File: src/u8u16_pkg.sv
// ----------------------------------------------------------------------------
// u8u16_pkg
// Shared types, constants and a lookup function for the UTF-8 to UTF-16
// transcoder: byte classes, the validating automaton's transition table and
// the step result bundle.
// ----------------------------------------------------------------------------
package u8u16_pkg;

   localparam int unsigned STATE_W = 4;
   localparam int unsigned CLASS_W = 4;
   localparam int unsigned CP_W    = 21;
   localparam int unsigned UNIT_W  = 16;
   localparam int unsigned N_STATES  = 9;
   localparam int unsigned N_CLASSES = 12;

   localparam logic [STATE_W-1:0] ST_ACCEPT = 4'd0;
   localparam logic [STATE_W-1:0] ST_REJECT = 4'd1;
   localparam logic [STATE_W-1:0] ST_LAST   = 4'd8;

   localparam logic [UNIT_W-1:0] REPL_UNIT     = 16'hFFFD;
   localparam logic [CP_W-1:0]   CP_LIMIT      = 21'h10FFFF;
   localparam logic [CP_W-1:0]   SURR_LO       = 21'h00D800;
   localparam logic [CP_W-1:0]   SURR_HI       = 21'h00DFFF;
   localparam logic [CP_W-1:0]   BMP_MAX       = 21'h00FFFF;
   localparam logic [UNIT_W-1:0] LOW_SURR_BASE = 16'hDC00;
   localparam logic [UNIT_W-1:0] HIGH_OFFSET   = 16'hD7C0;
   localparam logic [7:0]        CONT_MASK     = 8'h3F;
   localparam logic [7:0]        LEAD_MASK     = 8'hFF;

   localparam logic [STATE_W-1:0] NEXT_STATE_TABLE [N_STATES][N_CLASSES] = '{
      '{4'd0, 4'd1, 4'd2, 4'd3, 4'd5, 4'd8, 4'd7, 4'd1, 4'd1, 4'd1, 4'd4, 4'd6},
      '{4'd1, 4'd1, 4'd1, 4'd1, 4'd1, 4'd1, 4'd1, 4'd1, 4'd1, 4'd1, 4'd1, 4'd1},
      '{4'd1, 4'd0, 4'd1, 4'd1, 4'd1, 4'd1, 4'd1, 4'd0, 4'd1, 4'd0, 4'd1, 4'd1},
      '{4'd1, 4'd2, 4'd1, 4'd1, 4'd1, 4'd1, 4'd1, 4'd2, 4'd1, 4'd2, 4'd1, 4'd1},
      '{4'd1, 4'd1, 4'd1, 4'd1, 4'd1, 4'd1, 4'd1, 4'd2, 4'd1, 4'd1, 4'd1, 4'd1},
      '{4'd1, 4'd2, 4'd1, 4'd1, 4'd1, 4'd1, 4'd1, 4'd1, 4'd1, 4'd2, 4'd1, 4'd1},
      '{4'd1, 4'd1, 4'd1, 4'd1, 4'd1, 4'd1, 4'd1, 4'd3, 4'd1, 4'd3, 4'd1, 4'd1},
      '{4'd1, 4'd3, 4'd1, 4'd1, 4'd1, 4'd1, 4'd1, 4'd3, 4'd1, 4'd3, 4'd1, 4'd1},
      '{4'd1, 4'd3, 4'd1, 4'd1, 4'd1, 4'd1, 4'd1, 4'd1, 4'd1, 4'd1, 4'd1, 4'd1}
   };

   typedef struct packed {
      logic [STATE_W-1:0] next_state;
      logic [CP_W-1:0]    next_partial;
      logic               emit;
      logic               pair;
      logic [UNIT_W-1:0]  unit0;
      logic               last0;
      logic               repl0;
      logic [UNIT_W-1:0]  unit1;
   } step_type;

   function automatic logic [CLASS_W-1:0] byte_class(input logic [7:0] b);
      logic [CLASS_W-1:0] cls;
      priority if (b < 8'h80) cls = 4'd0;
      else if (b < 8'h90)     cls = 4'd1;
      else if (b < 8'hA0)     cls = 4'd9;
      else if (b < 8'hC0)     cls = 4'd7;
      else if (b < 8'hC2)     cls = 4'd8;
      else if (b < 8'hE0)     cls = 4'd2;
      else if (b == 8'hE0)    cls = 4'd10;
      else if (b == 8'hED)    cls = 4'd4;
      else if (b < 8'hF0)     cls = 4'd3;
      else if (b == 8'hF0)    cls = 4'd11;
      else if (b < 8'hF4)     cls = 4'd6;
      else if (b == 8'hF4)    cls = 4'd5;
      else                    cls = 4'd8;
      return cls;
   endfunction

endpackage

File: src/u8u16_step.sv
// ----------------------------------------------------------------------------
// u8u16_step
// One automaton step: classifies a byte, moves the state, folds the payload
// bits into the partial code point and forms the UTF-16 units to send.
// ----------------------------------------------------------------------------
module u8u16_step
   import u8u16_pkg::*;
(
   input  logic [STATE_W-1:0] cur_state,
   input  logic [CP_W-1:0]    cur_partial,
   input  logic [7:0]         in_byte,
   output step_type           step
);

   logic [CLASS_W-1:0] cls;
   logic [STATE_W-1:0] state_eff;
   logic [STATE_W-1:0] nxt;
   logic [CP_W-1:0]    cp;
   logic [7:0]         lead_bits;
   logic               bad_value;
   logic [UNIT_W-1:0]  high_unit;

   always_comb begin
      cls       = byte_class(in_byte);
      state_eff = (cur_state > ST_LAST) ? ST_REJECT : cur_state;
      lead_bits = LEAD_MASK >> cls;
      if (state_eff != ST_ACCEPT) begin
         cp = {cur_partial[CP_W-7:0], 6'(in_byte & CONT_MASK)};
      end else begin
         cp = {{(CP_W-8){1'b0}}, lead_bits & in_byte};
      end
      nxt       = NEXT_STATE_TABLE[state_eff][cls];
      bad_value = (cp > CP_LIMIT) || ((cp >= SURR_LO) && (cp <= SURR_HI));
      high_unit = 16'(cp >> 10) + HIGH_OFFSET;

      step.next_state   = ST_ACCEPT;
      step.next_partial = '0;
      step.emit         = 1'b1;
      step.pair         = 1'b0;
      step.unit0        = REPL_UNIT;
      step.last0        = 1'b1;
      step.repl0        = 1'b1;
      step.unit1        = {6'b0, cp[9:0]} | LOW_SURR_BASE;

      if (nxt == ST_ACCEPT) begin
         if (bad_value) begin
            step.unit0 = REPL_UNIT;
         end else if (cp > BMP_MAX) begin
            step.pair  = 1'b1;
            step.unit0 = high_unit;
            step.last0 = 1'b0;
            step.repl0 = 1'b0;
         end else begin
            step.unit0 = cp[UNIT_W-1:0];
            step.repl0 = 1'b0;
         end
      end else if (nxt != ST_REJECT) begin
         step.emit         = 1'b0;
         step.next_state   = nxt;
         step.next_partial = cp;
      end
   end

endmodule

File: src/utf8_to_utf16_transcoder_core.sv
// ----------------------------------------------------------------------------
// utf8_to_utf16_transcoder_core
// Validating UTF-8 to UTF-16 transcoder, one byte per transfer.
// ----------------------------------------------------------------------------
// The block takes one UTF-8 byte per cycle when not stalled and gives zero,
// one or two UTF-16 units per byte: nothing while a sequence is open, one
// unit for a completed BMP character or for U+FFFD on malformed input
// (replaced set), and a high then low surrogate for characters above U+FFFF.
// last_unit marks the final unit a byte produced. A byte is registered,
// decoded combinationally and the units land in a result register, so bytes
// flow at one per cycle while the result side takes units; a surrogate pair
// holds the next byte until its low surrogate is taken. One byte can wait
// in the input register while a result is stalled.
module utf8_to_utf16_transcoder_core
   import u8u16_pkg::*;
(
   input  logic              clock,
   input  logic              reset,
   input  logic              req_valid,
   output logic              req_stall,
   input  logic [7:0]        req_in_byte,
   output logic              rsp_valid,
   input  logic              rsp_stall,
   output logic [UNIT_W-1:0] rsp_code_unit,
   output logic              rsp_last_unit,
   output logic              rsp_replaced
);

   logic               in_valid_ff, in_valid_in;
   logic [7:0]         in_byte_ff, in_byte_in;
   logic [STATE_W-1:0] state_ff, state_in;
   logic [CP_W-1:0]    partial_ff, partial_in;
   logic               out_valid_ff, out_valid_in;
   logic               pair_ff, pair_in;
   logic [UNIT_W-1:0]  head_unit_ff, head_unit_in;
   logic               head_last_ff, head_last_in;
   logic               head_repl_ff, head_repl_in;
   logic [UNIT_W-1:0]  tail_unit_ff, tail_unit_in;

   step_type step;
   logic     req_take;
   logic     pop;
   logic     slot_free;
   logic     advance;

   u8u16_step u_step (
      .cur_state   (state_ff),
      .cur_partial (partial_ff),
      .in_byte     (in_byte_ff),
      .step        (step)
   );

   assign pop       = out_valid_ff && !rsp_stall;
   assign slot_free = !out_valid_ff || (pop && !pair_ff);
   assign advance   = in_valid_ff && slot_free;
   assign req_stall = in_valid_ff && !slot_free;
   assign req_take  = req_valid && !req_stall;

   always_comb begin
      in_valid_in  = in_valid_ff;
      in_byte_in   = in_byte_ff;
      state_in     = state_ff;
      partial_in   = partial_ff;
      out_valid_in = out_valid_ff;
      pair_in      = pair_ff;
      head_unit_in = head_unit_ff;
      head_last_in = head_last_ff;
      head_repl_in = head_repl_ff;
      tail_unit_in = tail_unit_ff;

      // result register drain
      if (pop) begin
         if (pair_ff) begin
            pair_in      = 1'b0;
            head_unit_in = tail_unit_ff;
            head_last_in = 1'b1;
            head_repl_in = 1'b0;
         end else begin
            out_valid_in = 1'b0;
         end
      end

      // decode the registered byte
      if (advance) begin
         state_in   = step.next_state;
         partial_in = step.next_partial;
         if (step.emit) begin
            out_valid_in = 1'b1;
            pair_in      = step.pair;
            head_unit_in = step.unit0;
            head_last_in = step.last0;
            head_repl_in = step.repl0;
            tail_unit_in = step.unit1;
         end
      end

      // input register
      if (req_take) begin
         in_valid_in = 1'b1;
         in_byte_in  = req_in_byte;
      end else if (advance) begin
         in_valid_in = 1'b0;
      end
   end

   always_ff @(posedge clock) begin
      if (reset) begin
         in_valid_ff  <= 1'b0;
         state_ff     <= ST_ACCEPT;
         partial_ff   <= '0;
         out_valid_ff <= 1'b0;
         pair_ff      <= 1'b0;
      end else begin
         in_valid_ff  <= in_valid_in;
         state_ff     <= state_in;
         partial_ff   <= partial_in;
         out_valid_ff <= out_valid_in;
         pair_ff      <= pair_in;
      end
   end

   always_ff @(posedge clock) begin
      in_byte_ff   <= in_byte_in;
      head_unit_ff <= head_unit_in;
      head_last_ff <= head_last_in;
      head_repl_ff <= head_repl_in;
      tail_unit_ff <= tail_unit_in;
   end

   assign rsp_valid     = out_valid_ff;
   assign rsp_code_unit = head_unit_ff;
   assign rsp_last_unit = head_last_ff;
   assign rsp_replaced  = head_repl_ff;

endmodule
File: config.mk
export PLATFORM = sky130hd
export DESIGN_NAME = utf8_to_utf16_transcoder_core
export DESIGN_NICKNAME = d
export VERILOG_FILES = /design/src/u8u16_pkg.sv /design/src/u8u16_step.sv /design/src/utf8_to_utf16_transcoder_core.sv
export SDC_FILE = /design/constraint.sdc
export NUM_CORES = 1
export LEC_CHECK = 0
export ABC_AREA = 0
export BUFFER_PORTS_ARGS = -buffer_cell sky130_fd_sc_hd__buf_2
export CAP_MARGIN = 30
export CORE_MARGIN = 4
export CORE_UTILIZATION = 60
export DETAILED_ROUTE_END_ITERATION = 10
export PLACE_DENSITY = 0.88
export SYNTH_ARGS = -nofsm -noshare
export SYNTH_HDL_FRONTEND = slang
export SYNTH_HIERARCHICAL = 1
export SYNTH_SLANG_ARGS = --single-unit
File: constraint.sdc
create_clock -name clock -period 9.3 [get_ports clock]
set_input_delay 0 -clock clock [delete_from_list [all_inputs] [get_ports clock]]
set_output_delay 0 -clock clock [all_outputs]
set_load 0.005 [all_outputs]
==> impl_metrics.env, run 1 <==
export IMPL_fp_coreArea_um2=6314
export IMPL_fmax_mhz=242.9
export IMPL_grt_pass1_vias=3034
export IMPL_layout_nets=451
export IMPL_maxCapViolations=0
export IMPL_num_vias=3205
export IMPL_drt_wl_total_um=8878
export IMPL_p_per_area_nw_per_um2=188.2
export IMPL_seqPwrFrac_pct=44.0
export IMPL_gr_total_overflow=0
export IMPL_clock_latency_ns=0.35
export IMPL_clkTransAtPathRegs_ns=0.08
export IMPL_rsz0062_at_grt="false"
export IMPL_grt_use_total_pct=25.22
export IMPL_crit_path_start_kind="flop"
export IMPL_p_leak_nw=1.654
export IMPL_grt_first_pass_wirelength_um=15150
export IMPL_syn_to_final_growth_pct=9.742
export IMPL_clock_sinks=64
export IMPL_place_ws_ns=5.226
export IMPL_ios=32
export IMPL_wl_met2_um=4354
export IMPL_syn_area_um2=3879
export IMPL_die_w_um=88.40
export IMPL_final_cell_mix="dfxtp_1, o21ai_0, nand2_1, buf_2"
export IMPL_endpoint_kind="flop"
export IMPL_arrival_ns=4.09
export IMPL_antenna_found_initial=0
export IMPL_numCtsBuffers=9
export IMPL_drt_iter0_drc=302
export IMPL_p_switching_uw=220.5
export IMPL_cts_tree="yes"
export IMPL_path_max_fanout=19
export IMPL_hold_path_class="input port to flop"
export IMPL_rows=29
export IMPL_cts_setup_buffers=0
export IMPL_worst_setup_path_type="flop to flop"
export IMPL_die_area_um2=7815
export IMPL_finalWorstSetupSlack_ns=5.183
export IMPL_post_drt_via_cell_ratio=6.163
export IMPL_root_buffer="clkbuf_8"
export IMPL_tns_ns=0
export IMPL_dieHeight_um=88.40
export IMPL_synth_area_per_cell_um2=9.279
export IMPL_tightestPinTransition_ns=0.9430
export IMPL_min_period_over_period_pct=44.27
export IMPL_hold_viol_final=0
export IMPL_setup_violations_final=0
export IMPL_io_buffers=31
export IMPL_total_power_uw=801.3
export IMPL_cts_path_max_buffers=2
export IMPL_routed_top_layer="met4"
export IMPL_dp_hpwl_um=6106
export IMPL_cts_htree_levels=3
export IMPL_clkPwrFrac_pct=34.2
export IMPL_relSlewSlack_pct=36.87
export IMPL_slew_viol_final=0
export IMPL_start_util_pct=61.43
export IMPL_status="finished clean"
export IMPL_synth_warnings=6
export IMPL_num_antenna_cells=0
export IMPL_instances_no_fill=520
export IMPL_dr_pass1_iters=4
export IMPL_required_ns=9.28
export IMPL_combPwrFrac_pct=21.8
export IMPL_wl_met1_um=3777
export IMPL_switching_share_pct=27.51
export IMPL_drcViolationCount=0
export IMPL_layout_commonest_cell="dfxtp_1"
export IMPL_worst_clock_skew_ns=0.01081
export IMPL_ir_worst_vdd_uv=129.2
export IMPL_layout_drive_gt1_share_pct=26.19
export IMPL_min_period_ns=4.117
export IMPL_ant_nets=0
export IMPL_routed_wl_met3_um=540
export IMPL_dp_cells=495
export IMPL_wl_per_cell_um=17.07
export IMPL_syn_instance_count=418
export IMPL_grt_max_degree=28
export IMPL_power_internal_uw=580.8
export IMPL_place_gp_congestion=0.9087
registers in the layout (all words and copies together) (netlist names):
register and flops:
tail_unit_ff 16, state_ff 4, rsp_replaced 1, in_valid_ff 1, partial_ff 15, pair_ff 1
in_byte_ff 8, rsp_last_unit 1, rsp_valid 1, rsp_code_unit 16
per-layer routing:
layer | vias to the layer above | GRT usage (%)
li1 | 1551 | -
met1 | 1515 | 32.98
met2 | 123 | 40.45
met3 | 16 | 4.655
met4 | 0 | 11.81
met5 | - | 0
path summary, 6_finish.rpt:
path	slack [ns]	endpoint	start	cells past startpoint
max reg2reg	5.18	tail_unit_ff[0]	in_byte_ff[0]	9
max	5.18	tail_unit_ff[0]	in_byte_ff[0]	9
min reg2reg	0.50	partial_ff[0]	partial_ff[0]	2
min	0.06	in_valid_ff	reset	2
power groups by stage:
stage          clock network, mW  registers, mW  logic, mW
6_report                   0.274          0.353      0.175
5_1_grt                    0.291          0.358      0.194
4_1_cts                    0.277          0.353      0.176
3_5_place_dp                   0          0.360      0.172
3_3_place_gp                   0          0.356      0.168
2_1_floorplan                  0          0.353      0.129
stage by stage:
step | cell area, um2 | utilization [%] | hold WS, ns
3_5_place_dp | 3943 | 62.45 | 0.1781
2_1_floorplan | 3894 | - | 0.09887
4_1_cts | 4257 | 67.42 | 0.03937
6_report | 4257 | 67.42 | 0.05507
3_3_place_gp | 3943 | 62.45 | 0.1763
5_1_grt | 4257 | 67.42 | 0.07605
layout make-up:
class                      instances  area (um2)
tap                               77       96.34
sequential                        64        1521
timing repair buffer              44       275.3
clock inverter                     7       100.1
inverter                          14       55.05
clock buffer                       9       123.9
multi-input combinational        305        2085
fill                             506        2057
worst max-delay path: stages, from the launching register on:
cell and delay [ns]:
edfxtp_1 0.58, or2_2 0.38, a211oi_1 0.41, nor2_1 0.15, o211ai_1 0.23, o221a_4 0.25
inv_4 0.06, nor2_4 0.38, nand3_2 0.55, inv_1 0.72
timing repair:
item	4_1_cts	5_1_grt
resized for setup	0	0
endpoints found under the hold margin	9	0
hold buffers	9	0
Note: power is estimated with default switching activity, not from simulation.
==> run 2: changes to the inputs <==
==> constraint.sdc (replaced) <==
create_clock -name clock -period 4.1 [get_ports clock]
set_input_delay 0 -clock clock [delete_from_list [all_inputs] [get_ports clock]]
set_output_delay 0 -clock clock [all_outputs]
set_load 0.005 [all_outputs]
==> impl_metrics.env, run 2 (synthesis gave the netlist of run 1 again) <==
export IMPL_status="finished clean"
export IMPL_tightestPinTransition_ns=0.8477
export IMPL_global_route_usage_met3_pct=4.842
export IMPL_root_buffer="clkbuf_8"
export IMPL_place_gp_congestion=1.018
export IMPL_clock_latency_ns=0.34
export IMPL_crit_path_max_incr_delay_ns=0.58
export IMPL_drt_wl_total_um=9372
export IMPL_instances_no_fill=523
export IMPL_grt_max_degree=25
export IMPL_ant_nets=0
export IMPL_relSlewSlack_pct=43.41
export IMPL_p_switching_uw=470.2
export IMPL_cts_tree="yes"
export IMPL_worst_setup_path_type="flop to flop"
export IMPL_grt_use_total_pct=25.67
export IMPL_start_util_pct=61.43
export IMPL_numCtsBuffers=9
export IMPL_fp_coreArea_um2=6314
export IMPL_endpoint_kind="flop"
export IMPL_dp_cells=499
export IMPL_drt_iter0_drc=409
export IMPL_stdcell_area_um2=4240
export IMPL_die_area_um2=7815
export IMPL_n_fill_cell=521
export IMPL_timing_hold_ws_ns=0.07091
export IMPL_clock_sinks=64
export IMPL_cts_resized=0
export IMPL_path_max_fanout=17
export IMPL_layout_drive_gt1_share_pct=26.01
export IMPL_wl_per_cell_um=17.92
export IMPL_switching_share_pct=27.37
export IMPL_combPwrFrac_pct=23.7
export IMPL_rows=29
export IMPL_maxCapViolations=0
export IMPL_syn_to_final_growth_pct=9.323
export IMPL_io_buffers=31
export IMPL_worst_clock_skew_ns=0.009189
export IMPL_setup_violations_final=0
export IMPL_p_per_area_nw_per_um2=405.2
export IMPL_hold_path_class="input port to flop"
export IMPL_grt_pass1_vias=3079
export IMPL_num_antenna_cells=0
export IMPL_rr_worst_depth=9
export IMPL_die_w_um=88.40
export IMPL_crit_slowest_cell="edfxtp_1"
export IMPL_gr_total_overflow=0
export IMPL_final_cell_mix="dfxtp_1, o21ai_0, nand2_1, buf_2"
export IMPL_place_area_um2=3973
export IMPL_crit_path_start_kind="flop"
export IMPL_fmax_mhz=284.2
export IMPL_dp_hpwl_um=6597
export IMPL_layout_nets=455
export IMPL_power_internal_mw=1.248
export IMPL_slew_viol_final=0
export IMPL_antenna_found_initial=0
export IMPL_hold_viol_final=0
export IMPL_tns_ns=0
export IMPL_use_met1_pct=33.27
export IMPL_hold_path_depth=2
export IMPL_dieHeight_um=88.40
export IMPL_num_vias=3328
export IMPL_arrival_ns=3.49
export IMPL_grt_first_pass_wirelength_um=15390
export IMPL_layout_commonest_cell="dfxtp_1"
export IMPL_drcViolationCount=0
export IMPL_cp_cell_sequence="or2_2 > a211oi_1 > nor2_1 > o211ai_1 > o221a_4 > inv_4 > nor2_4 > nand3_2 > inv_1"
export IMPL_post_drt_via_cell_ratio=6.363
export IMPL_cts_path_max_buffers=2
export IMPL_seqPwrFrac_pct=46.7
export IMPL_p_leak_nw=1.646
export IMPL_min_period_ns=3.518
export IMPL_met2_usage_pct=41.74
export IMPL_dr_pass1_iters=6
export IMPL_ios=32
export IMPL_rsz0062_at_grt="false"
export IMPL_clkPwrFrac_pct=29.6
export IMPL_cts_htree_levels=3
export IMPL_clkTransAtPathRegs_ns=0.06
export IMPL_required_ns=4.07
export IMPL_min_period_over_period_pct=85.81
export IMPL_busiest_layer="met2"
export IMPL_ir_worst_vdd_uv=296.8
==> run 2: per-stage QoR <==
step | utilization (%) | power, mW | setup WS [ns]
after global routing | 67.16 | 1.810 | 0.3700
after CTS | 67.16 | 1.729 | 0.6521
after detailed placement | 62.92 | 1.216 | 0.6802
after global placement | 62.92 | 1.192 | 0.7938
after floorplan | - | 1.095 | 0.7909
final | 67.16 | 1.718 | 0.5816
==> run 2: final cells by class <==
class	count	area [um2]	share of cell area, %
multi-input cells	305	2085	49.16
flip-flops and latches	64	1521	35.88
repair buffers	48	305.3	7.200
clock buffers	11	131.4	3.098
well taps	77	96.34	2.272
inverters	14	55.05	1.298
clock inverters	4	46.29	1.092
==> run 2: layer usage <==
metal  share of wire (%)  up-vias
met5                   0        -
met4                 2.6        0
met3                 7.5       28
met2                  49      174
met1                  41     1571
li1                    -     1555
==> run 2: worst max-delay path, delay by kind of cell (launching register included) <==
kind	cells	cell delay [ns]
and+or+nand+nor	4	1.09
AOI/OAI and AO/OA	3	0.90
DFF	1	0.58
buffers and inverters	2	0.58
==> run 2: worst paths after layout <==
kind	endpoint	slack, ns	from
max	tail_unit_ff[15]	0.58	in_byte_ff[0]
min	in_valid_ff	0.07	reset
max reg2reg	tail_unit_ff[15]	0.58	in_byte_ff[0]
min reg2reg	partial_ff[0]	0.50	partial_ff[0]
==> run 2: repair_timing <==
action | CTS | global route
hold buffers | 9 | 0
setup buffers | 0 | 0
endpoints found under the hold margin | 9 | 0
==> run 2: power by group through the flow <==
stage | Sequential [mW] | Combinational, mW | Clock (mW)
2_1_floorplan | 0.802 | 0.293 | 0
3_3_place_gp | 0.808 | 0.384 | 0
3_5_place_dp | 0.816 | 0.399 | 0
4_1_cts | 0.802 | 0.409 | 0.518
5_1_grt | 0.813 | 0.444 | 0.553
6_report | 0.802 | 0.408 | 0.509
==> run 3: changes to the inputs <==
--- a/config.mk
+++ b/config.mk
@@ -8,10 +8,10 @@
 export ABC_AREA = 0
 export BUFFER_PORTS_ARGS = -buffer_cell sky130_fd_sc_hd__buf_2
 export CAP_MARGIN = 30
-export CORE_MARGIN = 4
-export CORE_UTILIZATION = 60
+export CORE_UTILIZATION = 45
 export DETAILED_ROUTE_END_ITERATION = 10
-export PLACE_DENSITY = 0.88
+export GPL_ROUTABILITY_DRIVEN = 0
+export PLACE_DENSITY = 0.71
 export SYNTH_ARGS = -nofsm -noshare
 export SYNTH_HDL_FRONTEND = slang
 export SYNTH_HIERARCHICAL = 1
==> impl_metrics.env, run 3 (synthesis gave the netlist of run 1 again) <==
export IMPL_dieHeight_um=94.84
export IMPL_min_period_over_period_pct=85.62
export IMPL_gr_total_overflow=0
export IMPL_worst_setup_path_type="flop to flop"
export IMPL_crit_path_max_incr_delay_ns=0.60
export IMPL_fp_coreArea_um2=8299
export IMPL_clkTransAtPathRegs_ns=0.08
export IMPL_clock_sinks=64
export IMPL_p_leak_nw=1.674
export IMPL_rsz0062_at_grt="false"
export IMPL_wl_per_cell_um=16.56
export IMPL_rows=33
export IMPL_tightestPinTransition_ns=0.9124
export IMPL_hold_viol_final=0
export IMPL_layout_commonest_cell="dfxtp_1"
export IMPL_cts_path_max_buffers=2
export IMPL_dp_hpwl_um=6149
export IMPL_cts_hold_fix_buffers=9
export IMPL_drt_wl_total_um=9156
export IMPL_ios=32
export IMPL_cts_setup_buffers=0
export IMPL_final_cell_mix="dfxtp_1, o21ai_0, nand2_1, buf_2"
export IMPL_status="finished clean"
export IMPL_tns_ns=0
export IMPL_ir_worst_vdd_uv=162.0
export IMPL_cp_cell_sequence="or4_1 > o211ai_2 > o31ai_2 > o211ai_1 > o221a_4 > inv_4 > nor2_4 > nand3_2 > inv_1"
export IMPL_drt_iter0_drc=270
export IMPL_numCtsBuffers=9
export IMPL_worst_clock_skew_ns=0.009607
export IMPL_stdcell_area_um2=4332
export IMPL_routed_top_layer="met4"
export IMPL_dp_cells=528
export IMPL_num_antenna_cells=0
export IMPL_arrival_ns=3.50
export IMPL_wl_met2_um=4342
export IMPL_grt_max_degree=25
export IMPL_syn_to_final_growth_pct=11.68
export IMPL_die_w_um=94.84
export IMPL_timing_hold_ws_ns=0.04818
export IMPL_grt_pass1_vias=2991
export IMPL_path_max_fanout=17
export IMPL_root_buffer="clkbuf_8"
export IMPL_cts_resized=0
export IMPL_die_area_um2=8995
export IMPL_grt_use_total_pct=21.62
export IMPL_finish_utilization_pct=52.19
export IMPL_routed_wl_met3_um=707
export IMPL_wl_met1_um=3972
export IMPL_min_period_ns=3.510
export IMPL_layout_drive_gt1_share_pct=27.01
export IMPL_layout_nets=456
export IMPL_place_area_um2=4015
export IMPL_grt_first_pass_wirelength_um=14780
export IMPL_n_fill_cell=749
export IMPL_slew_viol_final=0
export IMPL_start_util_pct=46.74
export IMPL_total_power_mw=1.831
export IMPL_hold_path_class="input port to flop"
export IMPL_endpoint_kind="flop"
export IMPL_num_vias=3299
export IMPL_p_per_area_nw_per_um2=422.8
export IMPL_rrSetupSlack_ns=0.59
export IMPL_cts_htree_levels=3
export IMPL_finalWorstSetupSlack_ns=0.5895
export IMPL_instances_no_fill=553
export IMPL_place_ws_ns=0.6480
export IMPL_crit_path_start_kind="flop"
export IMPL_maxCapViolations=0
export IMPL_ant_nets=0
export IMPL_drcViolationCount=0
export IMPL_required_ns=4.09
export IMPL_antenna_found_initial=0
export IMPL_clock_latency_ns=0.36
export IMPL_dr_pass1_iters=6
export IMPL_post_drt_via_cell_ratio=5.966
export IMPL_io_buffers=31
export IMPL_setup_violations_final=0
export IMPL_cts_tree="yes"
export IMPL_fmax_mhz=284.9
export IMPL_relSlewSlack_pct=38.77
export IMPL_crit_slowest_cell="or4_1"
run 3: changes by cell type in the layout (fill, tap and decap cells not counted):
cell / delta
buf_4: +1
bufinv_16: +1
clkbuf_1: -2
clkinv_1: -1
clkinv_2: -1
clkinv_4: +2
inv_6: +2
run 3: layer usage:
metal / global-route usage, % / vias to the layer above
li1: - / 1565
met4: 7.576 / 0
met5: 0 / -
met1: 27.65 / 1543
met2: 34.95 / 177
met3: 5.878 / 14
run 3: worst paths after layout:
path,from,end,cells past startpoint
max reg2reg,in_byte_ff[4],tail_unit_ff[15],9
min reg2reg,rsp_replaced,rsp_replaced,2
min,reset,in_valid_ff,2
max,in_byte_ff[4],tail_unit_ff[15],9
run 3: layout make-up:
type,count,area [um2],area share (%)
multi-input cells,305,2085,48.12
flip-flops and latches,64,1521,35.12
clock buffers,9,123.9,2.860
clock inverters,7,102.6,2.369
well taps,105,131.4,3.033
inverters,14,55.05,1.271
repair buffers,49,312.8,7.221
run 3: critical path, delay by kind of cell, from the launching register on:
kind | cells | cell delay (ns)
DFF | 1 | 0.59
AOI/OAI and AO/OA | 4 | 0.85
and+or+nand+nor | 3 | 1.12
buffers and inverters | 2 | 0.56
run 3: power by group:
group,internal [mW],switching (mW)
Sequential,0.745,0.0520
Clock,0.349,0.288
Combinational,0.227,0.171
